===== src/rtl/core/psam_pkg.sv =====
// Package of the padding source address mapper: widths, register indexes,
// stage codes and the structs that travel between the modules. No dependencies.
`timescale 1ns / 1ps

package psam_pkg;

	localparam int ADDR_W     = 50;
	localparam int EXT_W      = 11;
	localparam int CH_W       = 13;
	localparam int POS_W      = 12;
	localparam int BATCH_W    = 8;
	localparam int MODE_W     = 2;
	localparam int CFG_IDX_W  = 4;
	localparam int CFG_DATA_W = 13;
	localparam int MAP_W      = 15;
	localparam int PIPE_DEPTH = 5;
	localparam int CNT_W      = $clog2(PIPE_DEPTH + 1);

	typedef enum logic [CFG_IDX_W-1:0] {
		REG_MODE      = 4'd0,
		REG_CHANNELS  = 4'd1,
		REG_DEPTH     = 4'd2,
		REG_HEIGHT    = 4'd3,
		REG_WIDTH     = 4'd4,
		REG_PAD_FRONT = 4'd5,
		REG_PAD_TOP   = 4'd6,
		REG_PAD_LEFT  = 4'd7
	} psam_reg_e;

	// Which extent and index a multiply-add step folds in.
	typedef enum logic [1:0] {
		STEP_CHAN  = 2'd0,
		STEP_DEPTH = 2'd1,
		STEP_ROW   = 2'd2,
		STEP_COL   = 2'd3
	} psam_step_e;

	typedef struct packed {
		logic                    repl;
		logic                    last;
		logic [CH_W-1:0]         chans;
		logic [EXT_W-1:0]        depth;
		logic [EXT_W-1:0]        height;
		logic [EXT_W-1:0]        width;
		logic signed [EXT_W-1:0] pad_front;
		logic signed [EXT_W-1:0] pad_top;
		logic signed [EXT_W-1:0] pad_left;
	} psam_cfg_t;

	typedef struct packed {
		logic [BATCH_W-1:0] batch;
		logic [POS_W-1:0]   chan;
		logic [POS_W-1:0]   plane;
		logic [POS_W-1:0]   row;
		logic [POS_W-1:0]   col;
	} psam_pos_t;

	typedef struct packed {
		logic [ADDR_W-1:0] acc;
		logic [EXT_W-1:0]  id;
		logic [EXT_W-1:0]  ih;
		logic [EXT_W-1:0]  iw;
		logic [POS_W-1:0]  chan;
		logic              bad;
		logic              inner;
	} psam_item_t;

endpackage


===== src/rtl/core/psam_if.sv =====
// Channel interfaces of the padding source address mapper: positions in,
// addresses out, configuration writes. Depends on psam_pkg.
`timescale 1ns / 1ps

interface psam_pos_if;
	import psam_pkg::*;
	logic               valid;
	logic               ready;
	logic [BATCH_W-1:0] batch_idx;
	logic [POS_W-1:0]   chan_idx;
	logic [POS_W-1:0]   out_plane;
	logic [POS_W-1:0]   out_row;
	logic [POS_W-1:0]   out_col;
	modport source (output valid, batch_idx, chan_idx, out_plane, out_row, out_col,
		input ready);
	modport sink (input valid, batch_idx, chan_idx, out_plane, out_row, out_col,
		output ready);
endinterface

interface psam_addr_if;
	import psam_pkg::*;
	logic              valid;
	logic              ready;
	logic [ADDR_W-1:0] source_address;
	logic              out_of_range;
	logic              is_interior;
	modport source (output valid, source_address, out_of_range, is_interior,
		input ready);
	modport sink (input valid, source_address, out_of_range, is_interior,
		output ready);
endinterface

interface psam_cfg_if;
	import psam_pkg::*;
	logic                  valid;
	logic                  ready;
	logic [CFG_IDX_W-1:0]  index;
	logic [CFG_DATA_W-1:0] data;
	modport source (output valid, index, data, input ready);
	modport sink (input valid, index, data, output ready);
endinterface


===== src/rtl/core/psam_axis_map.sv =====
// Maps one output position onto the unpadded input along a single axis,
// by reflection or replication. Depends on psam_pkg.
`timescale 1ns / 1ps

module psam_axis_map (
	input  logic [psam_pkg::POS_W-1:0]        pos,
	input  logic [psam_pkg::EXT_W-1:0]        extent,
	input  logic signed [psam_pkg::EXT_W-1:0] pad,
	input  logic                              repl,
	output logic [psam_pkg::EXT_W-1:0]        idx,
	output logic                              bad,
	output logic                              edge_hit
);
	import psam_pkg::*;

	logic signed [MAP_W-1:0] js;
	logic signed [MAP_W-1:0] ss;
	logic signed [MAP_W-1:0] ps;
	logic signed [MAP_W-1:0] mv;
	logic                    below;
	logic                    above;

	assign js = $signed({{(MAP_W-POS_W){1'b0}}, pos});
	assign ss = $signed({{(MAP_W-EXT_W){1'b0}}, extent});
	assign ps = $signed({{(MAP_W-EXT_W){pad[EXT_W-1]}}, pad});

	assign below = js < ps;
	assign above = js >= (ss + ps);

	always_comb begin
		priority if (below) begin
			mv = repl ? '0 : ps - js;
		end else if (!above) begin
			mv = js - ps;
		end else begin
			// Mirror about the high edge without repeating it, or clamp to it.
			mv = repl ? ss - MAP_W'(1) : (ss <<< 1) + ps - MAP_W'(2) - js;
		end
	end

	assign edge_hit = below || above;
	assign bad      = (mv < 0) || (mv >= ss);
	assign idx      = mv[EXT_W-1:0];

endmodule


===== src/rtl/core/psam_map.sv =====
// Front stage logic: maps depth, row and column and seeds the address
// accumulator with the batch index. Depends on psam_pkg and psam_axis_map.
`timescale 1ns / 1ps

module psam_map (
	input  psam_pkg::psam_pos_t  pos,
	input  psam_pkg::psam_cfg_t  cfg,
	output psam_pkg::psam_item_t item
);
	import psam_pkg::*;

	logic [EXT_W-1:0] id;
	logic [EXT_W-1:0] ih;
	logic [EXT_W-1:0] iw;
	logic [2:0]       bad;
	logic [2:0]       hit;

	psam_axis_map u_depth (
		.pos(pos.plane), .extent(cfg.depth), .pad(cfg.pad_front), .repl(cfg.repl),
		.idx(id), .bad(bad[0]), .edge_hit(hit[0])
	);

	psam_axis_map u_row (
		.pos(pos.row), .extent(cfg.height), .pad(cfg.pad_top), .repl(cfg.repl),
		.idx(ih), .bad(bad[1]), .edge_hit(hit[1])
	);

	psam_axis_map u_col (
		.pos(pos.col), .extent(cfg.width), .pad(cfg.pad_left), .repl(cfg.repl),
		.idx(iw), .bad(bad[2]), .edge_hit(hit[2])
	);

	always_comb begin
		item.acc   = ADDR_W'(pos.batch);
		item.id    = id;
		item.ih    = ih;
		item.iw    = iw;
		item.chan  = pos.chan;
		item.bad   = |bad;
		item.inner = ~|hit;
	end

endmodule


===== src/rtl/core/psam_mac.sv =====
// One multiply-add step of the flat address: acc * extent + index.
// Depends on psam_pkg.
`timescale 1ns / 1ps

module psam_mac (
	input  psam_pkg::psam_item_t item,
	input  psam_pkg::psam_cfg_t  cfg,
	input  psam_pkg::psam_step_e step,
	output psam_pkg::psam_item_t result
);
	import psam_pkg::*;

	psam_step_e               slot;
	logic [CH_W-1:0]          factor;
	logic [POS_W-1:0]         addend;
	logic [ADDR_W+CH_W-1:0]   prod;

	// Channels-last folds the channel in at the end, so its order is rotated by one.
	assign slot = psam_step_e'(step + 2'(cfg.last));

	always_comb begin
		unique case (slot)
			STEP_CHAN: begin
				factor = cfg.chans;
				addend = item.chan;
			end
			STEP_DEPTH: begin
				factor = CH_W'(cfg.depth);
				addend = POS_W'(item.id);
			end
			STEP_ROW: begin
				factor = CH_W'(cfg.height);
				addend = POS_W'(item.ih);
			end
			STEP_COL: begin
				factor = CH_W'(cfg.width);
				addend = POS_W'(item.iw);
			end
			default: begin
				factor = '0;
				addend = '0;
			end
		endcase
	end

	assign prod = (ADDR_W+CH_W)'(item.acc) * (ADDR_W+CH_W)'(factor);

	always_comb begin
		result     = item;
		result.acc = prod[ADDR_W-1:0] + ADDR_W'(addend);
	end

endmodule


===== src/rtl/core/pad_source_address_mapper_top.sv =====
// Top level of the padding source address mapper: configuration registers,
// the five-stage pipeline and its handshake. Depends on psam_pkg, psam_if,
// psam_map and psam_mac.
//
//   channel | dir | handshake       | payload
//   --------+-----+-----------------+----------------------------------------------
//   pos     | in  | valid/ready     | batch_idx, chan_idx, out_plane/row/col
//   addr    | out | valid/ready     | source_address, out_of_range, is_interior
//   cfg     | in  | valid/ready(=1) | index, data
//
// One position beat is taken every cycle while the addr channel does not stall; its
// result moves through the stage registers s1 to s5 and is presented from s5.
// The depth is set by the mapping stage plus four multiply-add stages, each with one
// multiplier of at most 50 by 13 bits.
// Reset clears all stage valid bits and returns the registers to their defaults.
// A stall on addr backs up only as far as the first empty stage; bubbles collapse.
`timescale 1ns / 1ps

module pad_source_address_mapper_top (
	input  logic          clk,
	input  logic          arst_n,
	psam_pos_if.sink      pos,
	psam_addr_if.source   addr,
	psam_cfg_if.sink      cfg
);
	import psam_pkg::*;

	// Configuration registers. Writes are only expected while the pipeline is idle,
	// so the stages read them directly.
	logic [MODE_W-1:0]       mode_q;
	logic [CH_W-1:0]         chans_q;
	logic [EXT_W-1:0]        depth_q;
	logic [EXT_W-1:0]        height_q;
	logic [EXT_W-1:0]        width_q;
	logic signed [EXT_W-1:0] pad_front_q;
	logic signed [EXT_W-1:0] pad_top_q;
	logic signed [EXT_W-1:0] pad_left_q;
	psam_cfg_t               cfg_w;

	assign cfg.ready = 1'b1;

	always_ff @(posedge clk or negedge arst_n) begin
		if (!arst_n) begin
			mode_q      <= '0;
			chans_q     <= CH_W'(1);
			depth_q     <= EXT_W'(1);
			height_q    <= EXT_W'(1);
			width_q     <= EXT_W'(1);
			pad_front_q <= '0;
			pad_top_q   <= '0;
			pad_left_q  <= '0;
		end else if (cfg.valid) begin
			unique case (psam_reg_e'(cfg.index))
				REG_MODE:      mode_q      <= cfg.data[MODE_W-1:0];
				REG_CHANNELS:  chans_q     <= cfg.data[CH_W-1:0];
				REG_DEPTH:     depth_q     <= cfg.data[EXT_W-1:0];
				REG_HEIGHT:    height_q    <= cfg.data[EXT_W-1:0];
				REG_WIDTH:     width_q     <= cfg.data[EXT_W-1:0];
				REG_PAD_FRONT: pad_front_q <= $signed(cfg.data[EXT_W-1:0]);
				REG_PAD_TOP:   pad_top_q   <= $signed(cfg.data[EXT_W-1:0]);
				REG_PAD_LEFT:  pad_left_q  <= $signed(cfg.data[EXT_W-1:0]);
				default: begin
				end
			endcase
		end
	end

	always_comb begin
		cfg_w.repl      = mode_q[0];
		cfg_w.last      = mode_q[1];
		cfg_w.chans     = chans_q;
		cfg_w.depth     = depth_q;
		cfg_w.height    = height_q;
		cfg_w.width     = width_q;
		cfg_w.pad_front = pad_front_q;
		cfg_w.pad_top   = pad_top_q;
		cfg_w.pad_left  = pad_left_q;
	end

	// Stage 1: per-axis mapping. Stages 2 to 5: the four multiply-add steps.
	psam_pos_t  pos_w;
	psam_item_t map_w;
	psam_item_t mac2_w;
	psam_item_t mac3_w;
	psam_item_t mac4_w;
	psam_item_t mac5_w;

	psam_item_t item_s1;
	psam_item_t item_s2;
	psam_item_t item_s3;
	psam_item_t item_s4;
	psam_item_t item_s5;
	logic       valid_s1;
	logic       valid_s2;
	logic       valid_s3;
	logic       valid_s4;
	logic       valid_s5;

	// A stage loads when it is empty or its content moves on in the same cycle.
	logic ld1;
	logic ld2;
	logic ld3;
	logic ld4;
	logic ld5;

	assign ld5 = !valid_s5 || addr.ready;
	assign ld4 = !valid_s4 || ld5;
	assign ld3 = !valid_s3 || ld4;
	assign ld2 = !valid_s2 || ld3;
	assign ld1 = !valid_s1 || ld2;

	assign pos.ready = ld1;

	always_comb begin
		pos_w.batch = pos.batch_idx;
		pos_w.chan  = pos.chan_idx;
		pos_w.plane = pos.out_plane;
		pos_w.row   = pos.out_row;
		pos_w.col   = pos.out_col;
	end

	psam_map u_map (.pos(pos_w), .cfg(cfg_w), .item(map_w));

	psam_mac u_mac2 (.item(item_s1), .cfg(cfg_w), .step(STEP_CHAN),  .result(mac2_w));
	psam_mac u_mac3 (.item(item_s2), .cfg(cfg_w), .step(STEP_DEPTH), .result(mac3_w));
	psam_mac u_mac4 (.item(item_s3), .cfg(cfg_w), .step(STEP_ROW),   .result(mac4_w));
	psam_mac u_mac5 (.item(item_s4), .cfg(cfg_w), .step(STEP_COL),   .result(mac5_w));

	always_ff @(posedge clk or negedge arst_n) begin
		if (!arst_n) begin
			valid_s1 <= 1'b0;
			valid_s2 <= 1'b0;
			valid_s3 <= 1'b0;
			valid_s4 <= 1'b0;
			valid_s5 <= 1'b0;
		end else begin
			if (ld1) valid_s1 <= pos.valid;
			if (ld2) valid_s2 <= valid_s1;
			if (ld3) valid_s3 <= valid_s2;
			if (ld4) valid_s4 <= valid_s3;
			if (ld5) valid_s5 <= valid_s4;
		end
	end

	// Payload registers carry no reset; they only load behind a valid beat.
	always_ff @(posedge clk) begin
		if (ld1 && pos.valid) item_s1 <= map_w;
		if (ld2 && valid_s1)  item_s2 <= mac2_w;
		if (ld3 && valid_s2)  item_s3 <= mac3_w;
		if (ld4 && valid_s3)  item_s4 <= mac4_w;
		if (ld5 && valid_s4)  item_s5 <= mac5_w;
	end

	// An out-of-range position reports address zero, whatever was accumulated.
	assign addr.valid          = valid_s5;
	assign addr.source_address = item_s5.bad ? '0 : item_s5.acc;
	assign addr.out_of_range   = item_s5.bad;
	assign addr.is_interior    = item_s5.inner;

endmodule


===== src/flat_wrapper.sv =====
// flat-port wrapper written by rule: the top's interface ports become plain ports
module pad_source_address_mapper_top_flat import psam_pkg::*;
  (clk, arst_n, pos_valid, pos_batch_idx, pos_chan_idx, pos_out_plane, pos_out_row, pos_out_col, pos_ready, addr_valid, addr_source_address, addr_out_of_range, addr_is_interior, addr_ready, cfg_valid, cfg_index, cfg_data, cfg_ready);
  psam_pos_if pos_i ();
  psam_addr_if addr_i ();
  psam_cfg_if cfg_i ();
  input  logic clk;
  input  logic arst_n;
  input wire logic [$bits(pos_i.valid)-1:0] pos_valid;
  input wire logic [$bits(pos_i.batch_idx)-1:0] pos_batch_idx;
  input wire logic [$bits(pos_i.chan_idx)-1:0] pos_chan_idx;
  input wire logic [$bits(pos_i.out_plane)-1:0] pos_out_plane;
  input wire logic [$bits(pos_i.out_row)-1:0] pos_out_row;
  input wire logic [$bits(pos_i.out_col)-1:0] pos_out_col;
  output wire logic [$bits(pos_i.ready)-1:0] pos_ready;
  output wire logic [$bits(addr_i.valid)-1:0] addr_valid;
  output wire logic [$bits(addr_i.source_address)-1:0] addr_source_address;
  output wire logic [$bits(addr_i.out_of_range)-1:0] addr_out_of_range;
  output wire logic [$bits(addr_i.is_interior)-1:0] addr_is_interior;
  input wire logic [$bits(addr_i.ready)-1:0] addr_ready;
  input wire logic [$bits(cfg_i.valid)-1:0] cfg_valid;
  input wire logic [$bits(cfg_i.index)-1:0] cfg_index;
  input wire logic [$bits(cfg_i.data)-1:0] cfg_data;
  output wire logic [$bits(cfg_i.ready)-1:0] cfg_ready;
  assign pos_i.valid = pos_valid;
  assign pos_i.batch_idx = pos_batch_idx;
  assign pos_i.chan_idx = pos_chan_idx;
  assign pos_i.out_plane = pos_out_plane;
  assign pos_i.out_row = pos_out_row;
  assign pos_i.out_col = pos_out_col;
  assign pos_ready = pos_i.ready;
  assign addr_valid = addr_i.valid;
  assign addr_source_address = addr_i.source_address;
  assign addr_out_of_range = addr_i.out_of_range;
  assign addr_is_interior = addr_i.is_interior;
  assign addr_i.ready = addr_ready;
  assign cfg_i.valid = cfg_valid;
  assign cfg_i.index = cfg_index;
  assign cfg_i.data = cfg_data;
  assign cfg_ready = cfg_i.ready;
  pad_source_address_mapper_top u_core (.clk(clk), .arst_n(arst_n), .pos(pos_i), .addr(addr_i), .cfg(cfg_i));
endmodule

===== config.mk =====
export PLATFORM = sky130hd
export DESIGN_NAME = pad_source_address_mapper_top_flat
export DESIGN_NICKNAME = d
export VERILOG_FILES = /design/src/rtl/core/psam_pkg.sv /design/src/rtl/core/psam_if.sv /design/src/rtl/core/psam_axis_map.sv /design/src/rtl/core/psam_map.sv /design/src/rtl/core/psam_mac.sv /design/src/rtl/core/pad_source_address_mapper_top.sv /design/src/flat_wrapper.sv
export SDC_FILE = /design/constraint.sdc
export NUM_CORES = 2
export LEC_CHECK = 0
export ABC_CLOCK_PERIOD_IN_PS = 17600
export BUFFER_PORTS_ARGS = -buffer_cell sky130_fd_sc_hd__buf_2
export CAP_MARGIN = 20
export CORE_AREA = 2 2 316 443
export DETAILED_ROUTE_END_ITERATION = 10
export DIE_AREA = 0 0 318 445
export PLACE_DENSITY_LB_ADDON = 0.08
export SKIP_LAST_GASP = 1
export SYNTH_ARGS = -nofsm -noshare
export SYNTH_HDL_FRONTEND = slang
export SYNTH_SLANG_ARGS = --single-unit

===== constraint.sdc =====
create_clock -name clk -period 17.6 [get_ports clk]
set_input_delay 3.52 -clock clk [delete_from_list [all_inputs] [get_ports clk]]
set_output_delay 3.52 -clock clk [all_outputs]
set_load 0.02 [all_outputs]

==> impl_metrics.ini <==
[timing]
setup_viol = 0
min_period_ns = 9.203
period_share = 0.5229
skew_ns = 0.06546
hold_violations = 0
slew_viol_final = 0
relSlewSlack = 0.2804
max_freq_mhz = 108.7
whs_ns = 0.4112
finalSetupTns_ns = 0
rsz0062_at_grt = no
worst_pin_slew_ns = 1.078

[global_routing]
grt_max_degree = 79
grt.overflow.total = 0
globalRouteTotalUtil = 0.2646
grt_pass1_wl_um = 294600
grt_antenna_before_repair = 1
grt_pass1_vias = 53482

[critical_path]
path_max_fanout = 78
end_kind = register
arrival_ns = 9.59
r2r-start = u_core.mode_q[1]
reg2reg_slack_ns = 8.40
rr_worst_depth = 25
crit_type = register to register
critPathLaunchType = register
r2r_end = u_core.item_s5[93]
cp.required_ns = 17.99

[logic_synthesis]
synth-compound-area-share = 0.09020
synth_top_family_by_area = adder cells
synthSimpleGateAreaFrac = 0.1521
synth_nets = 9157
synth_fa_ha_area_frac = 0.4400
avgSynthCellArea_um2 = 9.352
async_reset_ff_frac = 0.2118
muxShareOfSynthArea = 0.01771
synth_ff_type = edfxtp_1
synth_cell_types = 87
yosys_warnings = 0
synth_edf_count = 320
synthCells = 7306
netlist_area_mm2 = 0.06833
synthXorXnorAreaFrac = 0.03692
yosysSeqAreaShare = 0.1722
synth-seq-cells = 406

[placed_design]
dpl.hpwl_um = 148000
gp_congestion = 0.8822
io_buffers = 131

[cells_and_area]
synthToLayoutAreaGrowth_pct = 6.254
seqCellArea_mm2 = 0.01177
fillers = 12805
final_layout_size_suffix_gt1_frac = 0.05772
antennaDiodeCount = 0
fin_nets = 9085
multi_input_area_mm2 = 0.05062

[die]
start_util = 0.4981
fp.dieH_um = 445
fp.dieW_um = 318
core-area_mm2 = 0.1372
die_area_mm2 = 0.1415
rows = 161
boundaryPins = 133

[drt]
drc = 0
viasPerCell = 5.451
dr.first_iter.drc_count = 2237
wl_per_cell_um = 20.17
routed_wl_um = 183000
ant_nets = 0
vias = 49433
dr.pass1.iters = 6

[cts]
cts_resized = 0
cts_tree = built
cts-root-buf = clkbuf_16
htree_levels = 2
cts.sink_count = 406
worstSkewPairLatency_ns = 0.70
clk_pin_slew_ns = 0.06
post_cts_buffers = 0
clock_path_buffers = 3
numCtsBuffers = 50
ctsHoldBuffers = 0

[min_path]
hold_path.class = register to register
min_to = u_core.item_s2[38]
hold_start = u_core.item_s1[38]
holdPathStages = 0

[run_status]
status = complete, no violations

[flow_run]
maxCapViolations = 0
## through the flow
stage | instance area (µm²) | std cells | util | setup WS (ns)
after floorplan | 68330 | 7306 | - | 9.939
after detailed placement | 70750 | 8975 | 0.5157 | 8.182
after global routing | 72600 | 9069 | 0.5292 | 7.889
final | 72600 | 9069 | 0.5292 | 8.397
after global placement | 70750 | 8975 | 0.5157 | 8.390
after CTS | 72600 | 9069 | 0.5292 | 8.413
## layout make-up
class / count / share of cell area
clock buffers: 55 / 0.01763
clock inverters: 39 / 0.007876
inverters: 1336 / 0.06907
multi-input cells: 5251 / 0.6973
flip-flops and latches: 406 / 0.1621
well taps: 1793 / 0.03090
repair buffers: 189 / 0.01506
## logic make-up after synthesis
kind of cell	count (synthesis)
AND/OR/NAND/NOR	2122
adder cells (fa/ha/maj)	1773
buffers and inverters	1649
AO/OA/AOI/OAI	955
flip-flops	406
XOR/XNOR	288
multiplexers	112
other	1
## cells in the final DEF (no fill, tap or decap), drive strengths merged, types with 88 or more instances in the layout
| cell type | Yosys | final |
|---|---|---|
| a21oi | 270 | 270 |
| and2 | 382 | 382 |
| xor2 | 88 | 88 |
| inv | 1334 | 1342 |
| buf | 17 | 189 |
| o21ai | 236 | 236 |
| nor2 | 208 | 208 |
| nor2b | 286 | 286 |
| ha | 723 | 723 |
| xnor2 | 200 | 200 |
| a21o | 101 | 101 |
| edfxtp | 320 | 320 |
| nand2 | 912 | 912 |
| fa | 1050 | 1050 |
## sequential cells by signal, summed over array words and instances (netlist names)
signal                    cells
u_core.width_q               11
u_core.valid_s3               1
u_core.chans_q               13
u_core.height_q              11
u_core.valid_s2               1
u_core.pad_left_q            11
u_core.pad_top_q             11
u_core.valid_s4               1
u_core.pad_front_q           11
u_core.mode_q                 2
u_core.addr.out_of_range      1
u_core.item_s4               73
u_core.valid_s1               1
u_core.depth_q               11
u_core.addr.is_interior       1
u_core.item_s5               50
u_core.item_s3               71
u_core.item_s1               55
u_core.item_s2               69
u_core.addr.valid             1
## layer usage
layer	wire, µm	GRT usage	part of all wire
met5	0	0	0
met4	6679	0.09365	0.037
met3	5690	0.02058	0.031
met2	97930	0.5054	0.54
met1	72660	0.3088	0.40
## Yosys cell counts, types with 200 or more instances
| library cell | number | area (µm²) |
|---|---|---|
| inv_1 | 1334 | 5007 |
| edfxtp_1 | 320 | 9609 |
| and2_1 | 382 | 2390 |
| a21oi_1 | 269 | 1346 |
| xnor2_1 | 200 | 1752 |
| clkbuf_1 | 296 | 1111 |
| nor2_1 | 208 | 780.8 |
| nand2_1 | 912 | 3423 |
| nor2b_1 | 286 | 1789 |
| fa_1 | 1050 | 21020 |
| ha_1 | 723 | 9046 |
| o21ai_0 | 214 | 1071 |
## worst max path at each step
| stage | to | startpoint | cells past startpoint | slack, ns |
|---|---|---|---|---|
| global placement | u_core.item_s1[1] | pos_out_plane[0] | 21 | 8.39 |
| CTS | u_core.item_s5[93] | u_core.mode_q[1] | 25 | 8.41 |
| floorplan | u_core.item_s4[90] | u_core.mode_q[1] | 27 | 9.94 |
| detailed placement | u_core.item_s1[1] | pos_out_plane[0] | 21 | 8.18 |
| global route | u_core.item_s5[93] | u_core.mode_q[1] | 25 | 7.89 |
| finish | u_core.item_s5[93] | u_core.mode_q[1] | 25 | 8.40 |
## critical path, cell delays in order, from the launching register on
cell and delay, ns:
dfrtp_4 0.72, buf_4 0.80, nand2_1 0.21, o21ai_4 0.10, buf_4 0.56, nand2_1 0.17
fa_1 0.54, inv_1 0.05, fa_1 0.46, fa_1 0.53, inv_1 0.06, fa_1 0.53
inv_1 0.05, fa_1 0.44, ha_1 0.29, ha_1 0.38, and4_1 0.22, and2_1 0.18
nand2_1 0.14, a2111oi_2 0.60, nor2_1 0.32, o31ai_2 0.60, a21o_1 0.27, a221o_2 0.23
mux2i_1 0.21, o2111ai_1 0.13
Power is not shown: default switching activity piles up to over one toggle a cycle in this logic, so the estimate is an artifact.
